`src/rtl/core/vwci_pkg.sv`:
```
// Shared types, constants and the CRC-8 step function for the VOC word checker.
// Used by the top level, the index calculation, the port monitor and the testbench.
// No dependencies.
package vwci_pkg;

  localparam int unsigned WordW  = 16;
  localparam int unsigned CheckW = 8;
  localparam int unsigned IndexW = 9;
  localparam int unsigned CfgIdxW = 2;

  // CRC-8 over the high byte and then the low byte.
  localparam logic [CheckW-1:0] CrcInit = 8'hFF;
  localparam logic [CheckW-1:0] CrcPoly = 8'h31;

  localparam logic [WordW-1:0] BaselineReset = 16'd30000;

  localparam logic [IndexW-1:0] CenterReset  = 9'd100;
  localparam logic [IndexW-1:0] FloorReset   = 9'd1;
  localparam logic [IndexW-1:0] CeilingReset = 9'd500;

  // Division by 50 as a multiplication by ceil(2^22 / 50), exact for any 16-bit magnitude.
  localparam int unsigned       RecipShift = 22;
  localparam int unsigned       RecipW     = 17;
  localparam logic [RecipW-1:0] RecipMult  = 17'd83887;
  localparam int unsigned       QuoW       = 11;

  typedef enum logic [CfgIdxW-1:0] {
    REG_INDEX_CENTER  = 2'd0,
    REG_INDEX_FLOOR   = 2'd1,
    REG_INDEX_CEILING = 2'd2
  } reg_idx_e;

  typedef struct packed {
    logic [IndexW-1:0] center;
    logic [IndexW-1:0] idx_floor;
    logic [IndexW-1:0] idx_ceiling;
  } index_cfg_t;

  // Payload between the check stage and the index stage.
  typedef struct packed {
    logic             ok;
    logic             neg;
    logic [WordW-1:0] mag;
    logic [WordW-1:0] word;
    logic [WordW-1:0] baseline;
  } mid_t;

  function automatic logic [CheckW-1:0] crc8_byte(logic [CheckW-1:0] crc,
                                                  logic [CheckW-1:0] data);
    logic [CheckW-1:0] c;
    c = crc ^ data;
    for (int b = 0; b < 8; b++) begin
      if (c[CheckW-1]) begin
        c = (c << 1) ^ CrcPoly;
      end else begin
        c = c << 1;
      end
    end
    return c;
  endfunction

endpackage

```
`src/rtl/core/vwci_index_calc.sv`:
```
// Index calculation: signed difference divided by 50, offset by the centre and clamped.
// Depends on vwci_pkg.
module vwci_index_calc import vwci_pkg::*; (
  input  logic              neg_i,
  input  logic [WordW-1:0]  mag_i,
  input  index_cfg_t        cfg_i,
  output logic [IndexW-1:0] index_o
);

  localparam int unsigned ProdW = WordW + RecipW;
  localparam int unsigned SumW  = 13;

  logic [ProdW-1:0]       prod;
  logic [QuoW-1:0]        quo;
  logic signed [SumW-1:0] quo_s;
  logic signed [SumW-1:0] idx_raw;
  logic signed [SumW-1:0] idx_lo;
  logic signed [SumW-1:0] idx_hi;
  logic signed [SumW-1:0] idx_clamped;

  assign prod  = ProdW'(mag_i) * ProdW'(RecipMult);
  assign quo   = prod[RecipShift +: QuoW];
  assign quo_s = signed'(SumW'(quo));

  // Truncation toward zero: the quotient of the magnitude carries the sign back.
  assign idx_raw = signed'(SumW'(cfg_i.center)) + (neg_i ? -quo_s : quo_s);

  // Floor first, then ceiling, so a floor above the ceiling yields the ceiling.
  always_comb begin
    idx_lo = signed'(SumW'(cfg_i.idx_floor));
    idx_hi = signed'(SumW'(cfg_i.idx_ceiling));
    idx_clamped = idx_raw;
    if (idx_clamped < idx_lo) begin
      idx_clamped = idx_lo;
    end
    if (idx_clamped > idx_hi) begin
      idx_clamped = idx_hi;
    end
  end

  assign index_o = idx_clamped[IndexW-1:0];

endmodule

```
`src/rtl/core/voc_word_check_and_index.sv`:
```
// VOC sensor word checker: CRC-8 check, baseline tracking and air-quality index.
// Depends on vwci_pkg and vwci_index_calc.
//
// Each input beat carries one raw sensor word and the CRC-8 byte that came with it
// (polynomial 0x31, initial value 0xFF, high byte first). Every input beat gives
// exactly one output beat. A word with a bad CRC is reported with word_ok low,
// signal_out and air_index zero, and the baseline unchanged. The first good word
// after reset seeds the baseline; every good word then pulls the baseline toward
// the sample by the signed difference shifted down by BASELINE_SHIFT (truncated
// toward zero), and the index is the centre plus the remaining difference divided
// by 50, clamped to the floor and then to the ceiling. The block takes one beat
// per clock cycle while the output side keeps up. A beat passes the input
// register, the check register and the output register in that order; output
// stalls can hold it back. The baseline is updated as a word leaves the input
// register, so the next word always sees it. The configuration registers
// (centre, floor, ceiling) are written through their own port, which is always
// ready, and must only be changed while no word is in flight.
module voc_word_check_and_index import vwci_pkg::*; #(
  parameter int unsigned BASELINE_SHIFT = 12
) (
  input  logic               clk_i,
  input  logic               rst_ni,
  // Input beats.
  input  logic               in_valid_i,
  output logic               in_stall_o,
  input  logic [WordW-1:0]   raw_word_i,
  input  logic [CheckW-1:0]  check_byte_i,
  // Output beats.
  output logic               out_valid_o,
  input  logic               out_stall_i,
  output logic               word_ok_o,
  output logic [WordW-1:0]   signal_out_o,
  output logic [IndexW-1:0]  air_index_o,
  output logic [WordW-1:0]   baseline_now_o,
  // Configuration writes.
  input  logic               cfg_valid_i,
  output logic               cfg_ready_o,
  input  logic [CfgIdxW-1:0] cfg_index_i,
  input  logic [IndexW-1:0]  cfg_data_i
);

  // ---------------------------------------------------------------------------
  // Configuration registers. Writes to an index beyond the ceiling are dropped.
  // ---------------------------------------------------------------------------
  index_cfg_t cfg_q;

  assign cfg_ready_o = 1'b1;

  always_ff @(posedge clk_i or negedge rst_ni) begin
    if (!rst_ni) begin
      cfg_q.center      <= CenterReset;
      cfg_q.idx_floor   <= FloorReset;
      cfg_q.idx_ceiling <= CeilingReset;
    end else if (cfg_valid_i && cfg_ready_o) begin
      case (reg_idx_e'(cfg_index_i))
        REG_INDEX_CENTER:  cfg_q.center      <= cfg_data_i;
        REG_INDEX_FLOOR:   cfg_q.idx_floor   <= cfg_data_i;
        REG_INDEX_CEILING: cfg_q.idx_ceiling <= cfg_data_i;
        default: ;
      endcase
    end
  end

  // ---------------------------------------------------------------------------
  // Pipeline flow control. Each stage moves on when the stage after it is empty
  // or emptying in the same cycle, so a full pipeline still takes a beat every
  // cycle while the output side keeps up.
  // ---------------------------------------------------------------------------
  logic s0_valid_q, s1_valid_q, out_valid_q;
  logic out_free, s1_free, s0_free;
  logic s0_move;
  logic in_beat;

  assign out_free = !out_valid_q || !out_stall_i;
  assign s1_free  = !s1_valid_q || out_free;
  assign s0_free  = !s0_valid_q || s1_free;
  assign s0_move  = s0_valid_q && s1_free;

  assign in_stall_o  = !s0_free;
  assign in_beat     = in_valid_i && s0_free;
  assign out_valid_o = out_valid_q;

  always_ff @(posedge clk_i or negedge rst_ni) begin
    if (!rst_ni) begin
      s0_valid_q  <= 1'b0;
      s1_valid_q  <= 1'b0;
      out_valid_q <= 1'b0;
    end else begin
      if (s0_free) begin
        s0_valid_q <= in_valid_i;
      end
      if (s1_free) begin
        s1_valid_q <= s0_valid_q;
      end
      if (out_free) begin
        out_valid_q <= s1_valid_q;
      end
    end
  end

  // ---------------------------------------------------------------------------
  // Input register.
  // ---------------------------------------------------------------------------
  logic [WordW-1:0]  word_q;
  logic [CheckW-1:0] check_q;

  always_ff @(posedge clk_i) begin
    if (in_beat) begin
      word_q  <= raw_word_i;
      check_q <= check_byte_i;
    end
  end

  // ---------------------------------------------------------------------------
  // Check stage: CRC, baseline update and the difference left after the update.
  // With d = sample - baseline and q = d / 2^BASELINE_SHIFT (toward zero), the
  // new baseline is baseline + q and the remaining difference is d - q, which
  // has the sign of d and magnitude |d| - |q|.
  // ---------------------------------------------------------------------------
  logic [WordW-1:0]  baseline_q, baseline_d;
  logic              seeded_q, seeded_d;
  logic [CheckW-1:0] crc_hi, crc_full;
  logic              crc_ok;
  logic [WordW-1:0]  base_eff;
  logic [WordW:0]    diff;
  logic [WordW:0]    diff_abs;
  logic              diff_neg;
  logic [WordW-1:0]  diff_mag;
  logic [WordW-1:0]  step_mag;
  logic [WordW-1:0]  base_new;
  mid_t              mid_d, mid_q;

  assign crc_hi   = crc8_byte(CrcInit, word_q[WordW-1:CheckW]);
  assign crc_full = crc8_byte(crc_hi, word_q[CheckW-1:0]);
  assign crc_ok   = (crc_full == check_q);

  // Before the first good word the sample itself is the baseline.
  assign base_eff = seeded_q ? baseline_q : word_q;
  assign diff     = {1'b0, word_q} - {1'b0, base_eff};
  assign diff_neg = diff[WordW];
  assign diff_abs = diff_neg ? ((WordW+1)'(0) - diff) : diff;
  assign diff_mag = diff_abs[WordW-1:0];
  assign step_mag = diff_mag >> BASELINE_SHIFT;
  assign base_new = diff_neg ? (base_eff - step_mag) : (base_eff + step_mag);

  always_comb begin
    baseline_d = baseline_q;
    seeded_d   = seeded_q;
    if (s0_move && crc_ok) begin
      baseline_d = base_new;
      seeded_d   = 1'b1;
    end
  end

  always_ff @(posedge clk_i or negedge rst_ni) begin
    if (!rst_ni) begin
      baseline_q <= BaselineReset;
      seeded_q   <= 1'b0;
    end else begin
      baseline_q <= baseline_d;
      seeded_q   <= seeded_d;
    end
  end

  always_comb begin
    mid_d.ok       = crc_ok;
    mid_d.neg      = diff_neg;
    mid_d.mag      = diff_mag - step_mag;
    mid_d.word     = word_q;
    mid_d.baseline = crc_ok ? base_new : baseline_q;
  end

  always_ff @(posedge clk_i) begin
    if (s0_move) begin
      mid_q <= mid_d;
    end
  end

  // ---------------------------------------------------------------------------
  // Index stage and output register.
  // ---------------------------------------------------------------------------
  logic [IndexW-1:0] index_val;
  logic              word_ok_q;
  logic [WordW-1:0]  signal_q;
  logic [IndexW-1:0] air_index_q;
  logic [WordW-1:0]  baseline_now_q;

  vwci_index_calc u_index_calc (
    .neg_i   (mid_q.neg),
    .mag_i   (mid_q.mag),
    .cfg_i   (cfg_q),
    .index_o (index_val)
  );

  always_ff @(posedge clk_i) begin
    if (s1_valid_q && out_free) begin
      word_ok_q      <= mid_q.ok;
      signal_q       <= mid_q.ok ? mid_q.word : '0;
      air_index_q    <= mid_q.ok ? index_val : '0;
      baseline_now_q <= mid_q.baseline;
    end
  end

  assign word_ok_o      = word_ok_q;
  assign signal_out_o   = signal_q;
  assign air_index_o    = air_index_q;
  assign baseline_now_o = baseline_now_q;

endmodule

```
`config.mk`:
```
export PLATFORM = sky130hd
export DESIGN_NAME = voc_word_check_and_index
export DESIGN_NICKNAME = d
export VERILOG_FILES = /design/src/rtl/core/vwci_pkg.sv /design/src/rtl/core/vwci_index_calc.sv /design/src/rtl/core/voc_word_check_and_index.sv
export SDC_FILE = /design/constraint.sdc
export NUM_CORES = 1
export LEC_CHECK = 0
export BUFFER_PORTS_ARGS = -buffer_cell sky130_fd_sc_hd__clkbuf_2
export CAP_MARGIN = 0
export CORE_MARGIN = 2
export CORE_UTILIZATION = 30
export CTS_CLUSTER_DIAMETER = 120
export DETAILED_ROUTE_END_ITERATION = 8
export PLACE_DENSITY = 0.58
export SYNTH_ARGS = -nofsm -noshare
export SYNTH_HDL_FRONTEND = slang
export SYNTH_SLANG_ARGS = --single-unit
```
`constraint.sdc`:
```
create_clock -name clk_i -period 11 [get_ports clk_i]
set_clock_uncertainty 0.1 [all_clocks]
set_input_delay 1.65 -clock clk_i [delete_from_list [all_inputs] [get_ports clk_i]]
set_output_delay 1.65 -clock clk_i [all_outputs]
set_load 0.05 [all_outputs]
```
==> impl_metrics.json <==
{
  "grt_pass1_vias": 10890,
  "synthesis.nets": 1754,
  "drv_slew": 0,
  "ys_warn_count": 0,
  "synth_seq_cells": 163,
  "tightest_slew_ns": 1.194,
  "grt_max_degree": 52,
  "cts_tree": "built",
  "timing.hold.ws_ns": 0.3194,
  "rsz0062_at_grt": "true",
  "arrival_ns": 10.75,
  "status": "complete, no violations",
  "place_inst": 2231,
  "yosysUniqueCellTypes": 79,
  "layout.nets": 1947,
  "clkTransAtPathRegs_ns": 0.07,
  "core_mm2": 0.04976,
  "drv_cap": 0,
  "area_growth_pct": 21.65,
  "fin_tns_setup_ns": 0,
  "drive_gt1_share_pct": 25.66,
  "start_util_pct": 30.19,
  "r2r_slack_ns": 0.32,
  "hold_viol": 0,
  "grt_use_total_pct": 13.52,
  "cp_slowest_cell": "fa_1",
  "gp_congestion": 0.8801,
  "dieArea_mm2": 0.05188,
  "start_kind": "flop",
  "die_x_um": 227.8,
  "grt_pass1_wl_mm": 56.39,
  "htree_levels": 4,
  "wirelength_mm": 35.15,
  "wl_per_cell_um": 15.35,
  "setup_viol": 0,
  "hold_class": "reg2reg",
  "syn-cell-area_mm2": 0.01502,
  "synth_cells": 1411,
  "cts_buffers": 17,
  "drtIter0Drc": 411,
  "num_vias": 10555,
  "synth-edff-count": 116,
  "fin_util_pct": 36.72,
  "post_synth.cell_area_avg_um2": 10.65,
  "max_freq_ghz": 0.09367,
  "rows": 82,
  "cts-root-buf": "clkbuf_16",
  "ys.flop_type": "edfxtp_1",
  "drc_errors": 0,
  "critPathKind": "reg2reg",
  "first_pass_iters": 5,
  "grt.overflow.total": 0,
  "port_buffers": 83,
  "fin_crit_sh_pct": 97.06,
  "clockBufferDepth": 2,
  "cp.required_ns": 11.08,
  "antenna_found_initial": 0,
  "ant_nets": 0,
  "die_y_um": 227.8,
  "period_minus_slack_ns": 10.68,
  "io_pins": 85,
  "async_flop_share_pct": 28.83,
  "endpoint_kind": "flop",
  "clock_latency_ns": 0.44,
  "critPathMaxStageDelay_ns": 0.55,
  "slew_headroom_pct": 20.43,
  "path_max_fanout": 5,
  "ys_seq_area_share_pct": 31.16,
  "vias_per_cell": 4.609,
  "cpMostUsedCell": "fa_1",
  "dp_hpwl_mm": 28.22,
  "instances_no_fill": 2290,
  "cts.sinks": 163
}
[layer usage]
metal / GRT usage (%) / vias up / wire (µm)
li1: - / 5228 / -
met1: 18.44 / 5156 / 16860
met2: 22.71 / 146 / 16980
met3: 1.663 / 25 / 868
met4: 3.413 / 0 / 436
met5: 0 / - / 0
[cells by family after synthesis]
group                    Yosys count  share of synthesized area (%)
AO/OA/AOI/OAI                    192                          8.563
XOR/XNOR                         112                          6.530
adder cells (fa/ha/maj)          303                          30.33
buffers and inverters            263                          6.688
flip-flops                       163                          31.16
multiplexers                      92                          6.697
other                              1                        0.02496
AND/OR/NAND/NOR                  285                          10.00
[critical path: cells and delay by family (launching register included)]
family / cells / cell delay, ns
adders and majority gates: 10 / 4.05
AOI/OAI and AO/OA: 14 / 2.57
and+or+nand+nor: 9 / 1.36
buffers and inverters: 6 / 0.80
muxes: 3 / 0.69
DFF: 1 / 0.40
xor gates and xnor gates: 2 / 0.39
[state kept, by name, summed over array words and instances (netlist names)]
signal	flops
word_q	16
out_valid_o	1
seeded_q	1
check_q	8
baseline_q	16
mid_q	50
s1_valid_q	1
baseline_now_o	16
air_index_o	9
signal_out_o	16
word_ok_o	1
cfg_q	27
s0_valid_q	1
[worst paths after layout]
path	cells past startpoint	from	end
setup reg to reg	44	mid_q[46]	air_index_o[7]
max in group asynchronous	2	rst_ni	cfg_q[26]
setup / recovery	44	mid_q[46]	air_index_o[7]
hold / removal	0	mid_q[6]	baseline_now_o[6]
min in group asynchronous	2	rst_ni	out_valid_o
hold reg to reg	0	mid_q[6]	baseline_now_o[6]
[Yosys cell counts (5+ instances only)]
cell      count  area [µm²]
fa_1        102        2042
o21a_1       11       82.58
or3_1         9       56.30
dfstp_2      17       446.7
nor2_1       53       198.9
or4_1         7       52.55
o31ai_1       5       37.54
mux2i_1      27       270.3
nor4_1        8       50.05
inv_1       239       897.1
xnor2_1      76       665.6
mux2_2       64       720.7
edfxtp_1    116        3483
o211ai_1      5       37.54
nand4_1       6       37.54
and3_1        9       56.30
nand2_1      71       266.5
a31oi_1       7       43.79
o21bai_1      6       45.04
a21oi_1      46       230.2
a21o_1       18       135.1
o21ai_0      44       220.2
and2_1       23       143.9
nor2b_1      15       93.84
dfrtp_1      30       750.7
nand3_1      16       80.08
clkbuf_1     17       63.81
nor3_1       22       110.1
xor2_1       36       315.3
ha_1        201        2515
nand2b_1     17       106.4
[layout make-up]
type                    count  area, µm²
clock inverters            14      201.4
fillers                  4870      31490
multi-input cells         986       9921
clock buffers              18      429.2
well taps                 672      840.8
inverters                 239      897.1
flip-flops and latches    163       4681
diodes                      1      2.502
repair buffers            197       1301
[timing repair]
item / CTS / global route
cloned: 1 / 0
buffers inserted: 5 / 20
hold buffers: 0 / 0
endpoints found under the hold margin: 0 / 0
pin swaps: 4 / 78
gates resized for setup: 10 / 113
setup endpoints to repair: 9 / 9
[metrics by stage]
stage | setup slack [ns] | instance area [µm²]
after floorplan | 0.06682 | 15020
after global placement | -0.1255 | 16850
after detailed placement | -0.2364 | 16850
after CTS | 0.02401 | 17590
after global routing | -0.07941 | 18270
final | 0.3238 | 18270
[cell usage in the layout (no fill, tap or decap), types with 6 or more instances in the layout]
master / netlist / layout
ha_4: 0 / 14
nand2b_1: 17 / 14
fa_2: 0 / 8
nor2_1: 53 / 53
inv_1: 239 / 229
a21o_1: 18 / 18
buf_4: 2 / 106
edfxtp_1: 116 / 116
a31oi_1: 7 / 7
or4_1: 7 / 7
ha_1: 201 / 185
a21oi_1: 46 / 41
inv_2: 0 / 10
dfrtp_1: 30 / 30
nor3_1: 22 / 21
o21ai_0: 44 / 35
nand2_1: 71 / 64
o21a_1: 11 / 11
nand3_1: 16 / 14
xnor2_1: 76 / 72
xor2_1: 36 / 36
clkbuf_16: 0 / 17
mux2_2: 64 / 64
mux2i_1: 27 / 24
nand4_1: 6 / 6
or3_1: 9 / 8
and2_1: 23 / 20
fa_1: 102 / 94
buf_6: 1 / 8
nor2b_1: 15 / 13
dfstp_2: 17 / 17
clkbuf_2: 0 / 83
and3_1: 9 / 9
o21bai_1: 6 / 6
Power is left out: the tool's default activity adds up to more than one toggle a clock period on the data nets, which glitch-free logic cannot reach.
